## config.mk

```make
export PLATFORM = sky130hd
export DESIGN_NAME = sorted_term_table_set
export DESIGN_NICKNAME = d
export VERILOG_FILES = /design/src/rtl/core/stts_pkg.sv /design/src/rtl/core/sorted_term_table_set.sv /design/src/rtl/core/stts_ram.sv /design/src/rtl/core/stts_datapath.sv /design/src/rtl/core/stts_ctrl.sv
export SDC_FILE = /design/constraint.sdc
export NUM_CORES = 2
export LEC_CHECK = 0
export ABC_CLOCK_PERIOD_IN_PS = 8450
export BUFFER_PORTS_ARGS = -buffer_cell sky130_fd_sc_hd__clkbuf_2
export CORE_MARGIN = 8
export CORE_UTILIZATION = 51
export DETAILED_ROUTE_END_ITERATION = 12
export PLACE_DENSITY = 0.66
export RECOVER_POWER = 50
export SYNTH_ARGS = -nofsm -noshare
export SYNTH_HDL_FRONTEND = slang
export SYNTH_SLANG_ARGS = --single-unit
export TNS_END_PERCENT = 30
```

## constraint.sdc

```tcl
create_clock -name clk -period 8.45 [get_ports clk]
set_input_delay 1.2675 -clock clk [delete_from_list [all_inputs] [get_ports clk]]
set_output_delay 1.2675 -clock clk [all_outputs]
set_load 0.005 [all_outputs]
```

## src/rtl/core/stts_pkg.sv

```systemverilog
// ----------------------------------------------------------------------------
// Sorted term table set: shared package
// Payload structs, status and command codes, and the state and handshake
// types used between the controller and the datapath.
// ----------------------------------------------------------------------------
`default_nettype none

package stts_pkg;

	// Fixed field widths of the request and response.
	localparam int EXP_WIDTH = 32;
	localparam int IN_COEFF_WIDTH = 32;
	localparam int STATUS_WIDTH = 3;
	localparam int COUNT_WIDTH = 7;
	// Width used to sign-extend the incoming coefficient before trimming.
	localparam int SEXT_WIDTH = 64;

	// Defaults for the top-level parameters.
	localparam int DEF_TABLE_DEPTH = 64;
	localparam int DEF_COEFF_WIDTH = 32;

	typedef struct packed {
		logic [EXP_WIDTH-1:0]             term_exponent;
		logic signed [IN_COEFF_WIDTH-1:0] term_coefficient;
	} req_t;

	typedef struct packed {
		logic [STATUS_WIDTH-1:0] status;
		logic [COUNT_WIDTH-1:0]  term_count;
	} rsp_t;

	typedef enum logic [STATUS_WIDTH-1:0] {
		ST_REPLACED = 3'd0,
		ST_INSERTED = 3'd1,
		ST_DELETED  = 3'd2,
		ST_NOCHANGE = 3'd3,
		ST_FULL     = 3'd4
	} status_e;

	typedef enum logic [2:0] {
		S_IDLE,
		S_SEARCH,
		S_DECIDE,
		S_SHIFT_UP,
		S_WRITE_POS,
		S_SHIFT_DN,
		S_FINISH
	} state_e;

	typedef enum logic [2:0] {
		CMD_NONE,
		CMD_LOAD,
		CMD_SEARCH,
		CMD_START_UP,
		CMD_SHIFT_UP,
		CMD_WRITE_POS,
		CMD_START_DN,
		CMD_SHIFT_DN
	} cmd_e;

	// Controller to datapath.
	typedef struct packed {
		cmd_e    cmd;
		logic    finish;
		status_e status;
	} dp_ctl_t;

	// Datapath to controller.
	typedef struct packed {
		logic empty;
		logic full;
		logic found;
		logic last;
		logic hit;
		logic zero;
		logic up_done;
		logic dn_single;
		logic dn_done;
		logic at_end;
		logic out_free;
	} dp_sts_t;

endpackage

`default_nettype wire

```

## src/rtl/core/sorted_term_table_set.sv

```systemverilog
// A replace, a miss or a full table runs a search over the stored entries (none for an
// empty table), a decide step and a finish step that waits for a free response register.
// An insert also moves each later term up and then writes the new term; a delete
// moves each later term down. The block takes one request at a time and is ready
// for the next in the same cycle as its response turns valid.
// Reset clears the term count and the response valid; memory contents need none.
// ----------------------------------------------------------------------------
// Sorted term table set: top level
// Keeps a sparse polynomial as terms sorted by exponent and applies replace,
// insert and delete requests, returning a status and the new term count.
// ----------------------------------------------------------------------------
`default_nettype none

module sorted_term_table_set import stts_pkg::*; #(
	parameter int TABLE_DEPTH = DEF_TABLE_DEPTH,
	parameter int COEFF_WIDTH = DEF_COEFF_WIDTH
) (
	input  wire logic clk,
	input  wire logic arst_n,
	input  wire logic req_valid,
	output logic      req_ready,
	input  wire req_t req_data,
	output logic      rsp_valid,
	input  wire logic rsp_ready,
	output rsp_t      rsp_data
);

	dp_ctl_t ctl;
	dp_sts_t sts;

	stts_ctrl u_ctrl (
		.clk      (clk),
		.arst_n   (arst_n),
		.req_valid(req_valid),
		.req_ready(req_ready),
		.sts      (sts),
		.ctl      (ctl)
	);

	stts_datapath #(
		.TABLE_DEPTH(TABLE_DEPTH),
		.COEFF_WIDTH(COEFF_WIDTH)
	) u_datapath (
		.clk      (clk),
		.arst_n   (arst_n),
		.req_data (req_data),
		.rsp_ready(rsp_ready),
		.rsp_valid(rsp_valid),
		.rsp_data (rsp_data),
		.ctl      (ctl),
		.sts      (sts)
	);

endmodule

`default_nettype wire

```

## src/rtl/core/stts_ram.sv

```systemverilog
// ----------------------------------------------------------------------------
// Sorted term table set: generic RAM
// One write port and one read port, read data registered.
// ----------------------------------------------------------------------------
`default_nettype none

module stts_ram #(
	parameter int WIDTH = 8,
	parameter int DEPTH = 16
) (
	input  wire logic                     clk,
	input  wire logic                     we,
	input  wire logic [$clog2(DEPTH)-1:0] waddr,
	input  wire logic [WIDTH-1:0]         wdata,
	input  wire logic [$clog2(DEPTH)-1:0] raddr,
	output logic      [WIDTH-1:0]         rdata
);

	logic [WIDTH-1:0] mem_q [DEPTH];

	// Write and registered read.
	always_ff @(posedge clk) begin
		if (we) begin
			mem_q[waddr] <= wdata;
		end
		rdata <= mem_q[raddr];
	end

endmodule

`default_nettype wire

```

## src/rtl/core/stts_datapath.sv

```systemverilog
// ----------------------------------------------------------------------------
// Sorted term table set: datapath
// Holds the request, the term count, the search and shift index, the term
// memory and the response register; acts on commands from the controller.
// ----------------------------------------------------------------------------
`default_nettype none

module stts_datapath import stts_pkg::*; #(
	parameter int TABLE_DEPTH = DEF_TABLE_DEPTH,
	parameter int COEFF_WIDTH = DEF_COEFF_WIDTH
) (
	input  wire logic    clk,
	input  wire logic    arst_n,
	input  wire req_t    req_data,
	input  wire logic    rsp_ready,
	output logic         rsp_valid,
	output rsp_t         rsp_data,
	input  wire dp_ctl_t ctl,
	output dp_sts_t      sts
);

	localparam int AW = $clog2(TABLE_DEPTH);
	localparam int CW = $clog2(TABLE_DEPTH + 1);
	localparam int DW = EXP_WIDTH + COEFF_WIDTH;

	logic [EXP_WIDTH-1:0]   ex_q;
	logic [COEFF_WIDTH-1:0] cf_q;
	logic                   zero_q;
	logic [CW-1:0]          k_q;
	logic [CW-1:0]          pos_q;
	logic                   hit_q;
	logic [CW-1:0]          n_q;
	logic                   rsp_valid_q;
	rsp_t                   rsp_q;

	logic [SEXT_WIDTH-1:0]  cf_ext;
	logic [CW-1:0]          rd_idx;
	logic [CW-1:0]          n_next;
	logic                   we;
	logic [CW-1:0]          wr_idx;
	logic [DW-1:0]          wdata;
	logic [DW-1:0]          rdata;
	logic [EXP_WIDTH-1:0]   rd_exp;
	logic                   rsp_load;

	// Sign-extend the incoming coefficient, then keep the stored width.
	assign cf_ext = SEXT_WIDTH'(req_data.term_coefficient);
	assign rd_exp = rdata[DW-1 -: EXP_WIDTH];
	assign rsp_load = ctl.finish;

	// Read address for the entry needed in the following cycle.
	always_comb begin
		case (ctl.cmd)
			CMD_LOAD:     rd_idx = '0;
			CMD_SEARCH:   rd_idx = k_q + CW'(1);
			CMD_START_UP: rd_idx = n_q - CW'(1);
			CMD_SHIFT_UP: rd_idx = k_q - CW'(2);
			CMD_START_DN: rd_idx = pos_q + CW'(1);
			CMD_SHIFT_DN: rd_idx = k_q + CW'(2);
			default:      rd_idx = k_q;
		endcase
	end

	// Write port: the new term at its slot, or a moved entry during a shift.
	always_comb begin
		we = 1'b0;
		wr_idx = k_q;
		wdata = rdata;
		case (ctl.cmd)
			CMD_WRITE_POS: begin
				we = 1'b1;
				wr_idx = pos_q;
				wdata = {ex_q, cf_q};
			end
			CMD_SHIFT_UP, CMD_SHIFT_DN: begin
				we = 1'b1;
			end
			default: begin
				we = 1'b0;
			end
		endcase
	end

	stts_ram #(
		.WIDTH(DW),
		.DEPTH(TABLE_DEPTH)
	) u_ram (
		.clk  (clk),
		.we   (we),
		.waddr(wr_idx[AW-1:0]),
		.wdata(wdata),
		.raddr(rd_idx[AW-1:0]),
		.rdata(rdata)
	);

	// Count after the operation that is being reported.
	always_comb begin
		case (ctl.status)
			ST_INSERTED: n_next = n_q + CW'(1);
			ST_DELETED:  n_next = n_q - CW'(1);
			default:     n_next = n_q;
		endcase
	end

	// Request fields and the search and shift index.
	always_ff @(posedge clk) begin
		case (ctl.cmd)
			CMD_LOAD: begin
				ex_q <= req_data.term_exponent;
				cf_q <= cf_ext[COEFF_WIDTH-1:0];
				zero_q <= (req_data.term_coefficient == '0);
				k_q <= '0;
				pos_q <= '0;
				hit_q <= 1'b0;
			end
			CMD_SEARCH: begin
				k_q <= k_q + CW'(1);
				if (rd_exp >= ex_q) begin
					pos_q <= k_q;
					hit_q <= (rd_exp == ex_q);
				end else if (sts.last) begin
					pos_q <= n_q;
					hit_q <= 1'b0;
				end
			end
			CMD_START_UP: k_q <= n_q;
			CMD_SHIFT_UP: k_q <= k_q - CW'(1);
			CMD_START_DN: k_q <= pos_q;
			CMD_SHIFT_DN: k_q <= k_q + CW'(1);
			default: begin
				k_q <= k_q;
			end
		endcase
	end

	// Term count and response valid.
	always_ff @(posedge clk or negedge arst_n) begin
		if (!arst_n) begin
			n_q <= '0;
			rsp_valid_q <= 1'b0;
		end else begin
			if (rsp_load) begin
				n_q <= n_next;
				rsp_valid_q <= 1'b1;
			end else if (rsp_ready) begin
				rsp_valid_q <= 1'b0;
			end
		end
	end

	// Response payload.
	always_ff @(posedge clk) begin
		if (rsp_load) begin
			rsp_q.status <= ctl.status;
			rsp_q.term_count <= COUNT_WIDTH'(n_next);
		end
	end

	assign rsp_valid = rsp_valid_q;
	assign rsp_data = rsp_q;

	// Status back to the controller.
	always_comb begin
		sts.empty = (n_q == '0);
		sts.full = (n_q == CW'(TABLE_DEPTH));
		sts.found = (rd_exp >= ex_q);
		sts.last = ((k_q + CW'(1)) == n_q);
		sts.hit = hit_q;
		sts.zero = zero_q;
		sts.up_done = ((k_q - CW'(1)) == pos_q);
		sts.dn_single = ((pos_q + CW'(1)) == n_q);
		sts.dn_done = ((k_q + CW'(2)) == n_q);
		sts.at_end = (pos_q == n_q);
		sts.out_free = !rsp_valid_q || rsp_ready;
	end

endmodule

`default_nettype wire

```

## src/rtl/core/stts_ctrl.sv

```systemverilog
// ----------------------------------------------------------------------------
// Sorted term table set: controller
// Sequences search, replace, insert with upward shift and delete with
// downward shift, and hands the result to the response register.
// ----------------------------------------------------------------------------
`default_nettype none

module stts_ctrl import stts_pkg::*; (
	input  wire logic    clk,
	input  wire logic    arst_n,
	input  wire logic    req_valid,
	output logic         req_ready,
	input  wire dp_sts_t sts,
	output dp_ctl_t      ctl
);

	state_e  state_q;
	state_e  state_d;
	status_e status_q;
	status_e status_d;

	// State and held status.
	always_ff @(posedge clk or negedge arst_n) begin
		if (!arst_n) begin
			state_q <= S_IDLE;
			status_q <= ST_NOCHANGE;
		end else begin
			state_q <= state_d;
			status_q <= status_d;
		end
	end

	// Next state and the status to report.
	always_comb begin
		state_d = state_q;
		status_d = status_q;
		unique case (state_q)
			S_IDLE: begin
				if (req_valid) begin
					state_d = sts.empty ? S_DECIDE : S_SEARCH;
				end
			end
			S_SEARCH: begin
				if (sts.found || sts.last) begin
					state_d = S_DECIDE;
				end
			end
			S_DECIDE: begin
				state_d = S_FINISH;
				if (!sts.zero) begin
					if (sts.hit) begin
						status_d = ST_REPLACED;
					end else if (sts.full) begin
						status_d = ST_FULL;
					end else begin
						status_d = ST_INSERTED;
						state_d = sts.at_end ? S_WRITE_POS : S_SHIFT_UP;
					end
				end else if (sts.hit) begin
					status_d = ST_DELETED;
					if (!sts.dn_single) begin
						state_d = S_SHIFT_DN;
					end
				end else begin
					status_d = ST_NOCHANGE;
				end
			end
			S_SHIFT_UP: begin
				if (sts.up_done) begin
					state_d = S_WRITE_POS;
				end
			end
			S_WRITE_POS: begin
				state_d = S_FINISH;
			end
			S_SHIFT_DN: begin
				if (sts.dn_done) begin
					state_d = S_FINISH;
				end
			end
			S_FINISH: begin
				if (sts.out_free) begin
					state_d = S_IDLE;
				end
			end
			default: begin
				state_d = S_IDLE;
			end
		endcase
	end

	// Commands to the datapath.
	always_comb begin
		req_ready = 1'b0;
		ctl.cmd = CMD_NONE;
		ctl.finish = 1'b0;
		ctl.status = status_q;
		unique case (state_q)
			S_IDLE: begin
				req_ready = 1'b1;
				if (req_valid) begin
					ctl.cmd = CMD_LOAD;
				end
			end
			S_SEARCH: begin
				ctl.cmd = CMD_SEARCH;
			end
			S_DECIDE: begin
				if (!sts.zero) begin
					if (sts.hit) begin
						ctl.cmd = CMD_WRITE_POS;
					end else if (!sts.full) begin
						// The slot at the end needs no shift.
						ctl.cmd = sts.at_end ? CMD_NONE : CMD_START_UP;
					end
				end else if (sts.hit && !sts.dn_single) begin
					ctl.cmd = CMD_START_DN;
				end
			end
			S_SHIFT_UP: begin
				ctl.cmd = CMD_SHIFT_UP;
			end
			S_WRITE_POS: begin
				ctl.cmd = CMD_WRITE_POS;
			end
			S_SHIFT_DN: begin
				ctl.cmd = CMD_SHIFT_DN;
			end
			S_FINISH: begin
				ctl.finish = sts.out_free;
			end
			default: begin
				ctl.cmd = CMD_NONE;
			end
		endcase
	end

endmodule

`default_nettype wire

```

==> flow_metrics.tcl <==
set metrics [dict create \
    outcome "finished, violations left" \
    failed_checks "capacitance limit, slew limit" \
    end_kind "flip-flop" \
    ys_ff_latch 2152 \
    yosysSeqAreaShare 0.7380 \
    first_pass_iters 6 \
    synth_flop_cell "edfxtp_1" \
    synth_fp_nets 6450 \
    slew_viol_final 1509 \
    dp_slack_ns 1.759 \
    cts-resized-gates 0 \
    crit_top_cell "o21ai_0" \
    critical_path.startpoint "u_datapath.pos_q[0]" \
    core_mm2 0.1695 \
    yosys_warnings 0 \
    ff_latch_area_mm2 0.06423 \
    yosysTopAreaCellShare 0.7266 \
    synth_area_leaders "edfxtp_1 (73%), nand2_1 (6.5%), mux2i_1 (3.5%)" \
    rsz0062_at_grt "no" \
    setup_slack_ns 0.8901 \
    die_x_um 429.1 \
    grt_pass1_vias 51820 \
    syn_area_mm2 0.08703 \
    grt_overflow 0 \
    fin_crit_sh 0.8947 \
    crit_family "compound AO/OA/AOI/OAI gates" \
    cts_hold_buffers 0 \
    hold_class "input pin to async pin" \
    synth_top_area_cell "edfxtp_1" \
    yosys-top-cells-count "edfxtp_1 (2106), nand2_1 (1508), nand3_1 (467), mux2i_1 (300), clkbuf_1 (214)" \
    grt_usage 0.2723 \
    fin_crit_ns 7.560 \
    worstSetupPathType "flip-flop to flip-flop" \
    fp.dieArea_mm2 0.1841 \
    worst-path-max-fanout 54 \
    final_layout_size_suffix_gt1_frac 0.09062 \
    fin_skew_ns 0.05192 \
    cap_viol_max_count 43 \
    clkTransAtPathRegs_ns 0.07 \
    cts_buffer_depth 3 \
    cts_sinks 2152 \
    routed_wl_um 261500 \
    via_per_inst 6.346 \
    setup_violations 0 \
    arrival_ns 7.99 \
    vias 55690 \
    synth_edf_count 2106 \
    cts_max_level 4 \
    rrSetupSlack_ns 0.89 \
    clk_latency_ns 0.86 \
    path_buf_inv 2 \
    grt_first_pass_wirelength_um 369100 \
    place.gp.congestion 0.9456 \
    die_y_um 429.1 \
    post_cts_buffers 0 \
    cts_tree "done" \
    pin_count 80 \
    cp_num_cells 10 \
    slowest_stage "o21ai_0" \
    syn_avg_cell_area_um2 13.72 \
    ys_async_sr_fraction 0.006506 \
    wire_per_inst_um 29.79 \
    start_util 0.5136 \
    cts_buffers 210 \
    nNetsFinal 6466 \
    path_cells "ha_1 -> xor3_1 -> nor3_1 -> o21ai_0 -> o31a_1 -> nor2_8 -> nand3_2 -> buf_4 -> o21ai_0 -> clkbuf_2" \
    synth.distinct_cells 82 \
    r2r_start "u_datapath.pos_q[0]" \
    grt_max_degree 188 \
    drt_first_iter_violations 8705 \
    max_stage_delay_ns 1.93 \
    grt_antenna_before_repair 28 \
    fill_cells 13220 \
    r2r_cells 10 \
    syn2layout_area_growth_pct 11.23 \
    drc_errors 0 \
    required_ns 8.88 \
    worstMarginPinSlew_ns 3.904 \
    port-buffer-count 79 \
    ctsRootBufferMaster "clkbuf_16" \
    critPathLaunchType "flip-flop" \
    fin_tns_setup_ns 0 \
    hold_viol 0 \
    max_freq_ghz 0.1323 \
    synth.most_common_cell "edfxtp_1" \
    relSlewSlack -1.603 \
    synth_cells 6342 \
    multi_input_area_mm2 0.02138 \
    drtAntennaViolNets 0 \
    row_count 151 \
    hpwl_um 151100 \
]
## registers in the layout, summed over array words and instances (netlist names), 3 cells and up
name / flops
u_datapath.u_ram.mem_q: 2048
u_datapath.ex_q: 32
u_datapath.u_ram.rdata: 32
u_datapath.rsp_data: 10
u_datapath.k_q: 7
u_datapath.n_q: 7
u_datapath.pos_q: 7
u_ctrl.state_q: 3
u_ctrl.status_q: 3
## layout make-up
cell class	count	area share
Timing Repair Buffer	227	0.01671
Clock inverter	119	0.01042
Tap cell	2218	0.02867
Clock buffer	268	0.05737
Multi-Input combinational cell	3718	0.2208
Sequential cell	2152	0.6635
Inverter	49	0.001900
Antenna cell	25	0.0006462
## cells in the final DEF, fill, tap and decap left out, types with 33 or more instances in the layout
cell	instances
nand3_1	466
xnor2_1	41
o22a_1	66
edfxtp_1	2106
o22ai_1	40
nor3_1	58
clkinv_2	40
a22o_1	33
nor2_1	145
nand2_1	1507
clkbuf_2	70
clkbuf_1	84
o221ai_1	33
o21ai_0	120
a22oi_1	70
mux2i_1	300
inv_1	48
nor2_4	47
a21oi_1	148
a32oi_1	98
or4_1	33
buf_4	107
nand4_1	143
clkbuf_16	211
ha_1	40
clkinv_1	49
## cells by family (layout without fill, tap and decap cells)
group / Yosys count / in the layout / synth area share
other: 0 / 25 / 0
XOR/XNOR: 66 / 66 / 0.006900
AO/OA/AOI/OAI: 804 / 804 / 0.06632
AND/OR/NAND/NOR: 2500 / 2500 / 0.1244
flip-flops: 2152 / 2152 / 0.7380
adder cells (fa/ha/maj): 40 / 40 / 0.005750
buffers and inverters: 472 / 663 / 0.02312
multiplexers: 308 / 308 / 0.03554
## path summary, 6_finish.rpt
check                                                 to
max                        u_datapath.u_ram.mem_q[0][55]
min                                   u_ctrl.status_q[2]
max reg2reg                u_datapath.u_ram.mem_q[0][55]
min reg2reg                       u_datapath.rsp_data[9]
max in group asynchronous              u_datapath.n_q[2]
min in group clk                  u_datapath.rsp_data[9]
## metal layers
metal | global-route usage | up-vias | wire length (µm) | share of wire
li1 | - | 23860 | - | -
met1 | 0.3855 | 27960 | 102800 | 0.39
met2 | 0.3985 | 3311 | 113800 | 0.44
met3 | 0.06538 | 552 | 30130 | 0.12
met4 | 0.1298 | 6 | 14710 | 0.056
met5 | 0 | - | 41 | 0.00016
## stage by stage
| step | area (µm²) | hold WS [ns] | instances | util |
|---|---|---|---|---|
| CTS | 97210 | 0.2909 | 8751 | 0.5736 |
| detailed placement | 90650 | 0.4962 | 8364 | 0.5349 |
| finish | 96810 | 0.4828 | 8776 | 0.5713 |
| global route | 96770 | 0.5044 | 8761 | 0.5710 |
| global placement | 90650 | 0.4969 | 8364 | 0.5349 |
| floorplan | 87030 | 0.4602 | 6342 | - |
Power is left out: the tool's default activity adds up to more than one toggle a clock period on the data nets, which glitch-free logic cannot reach.
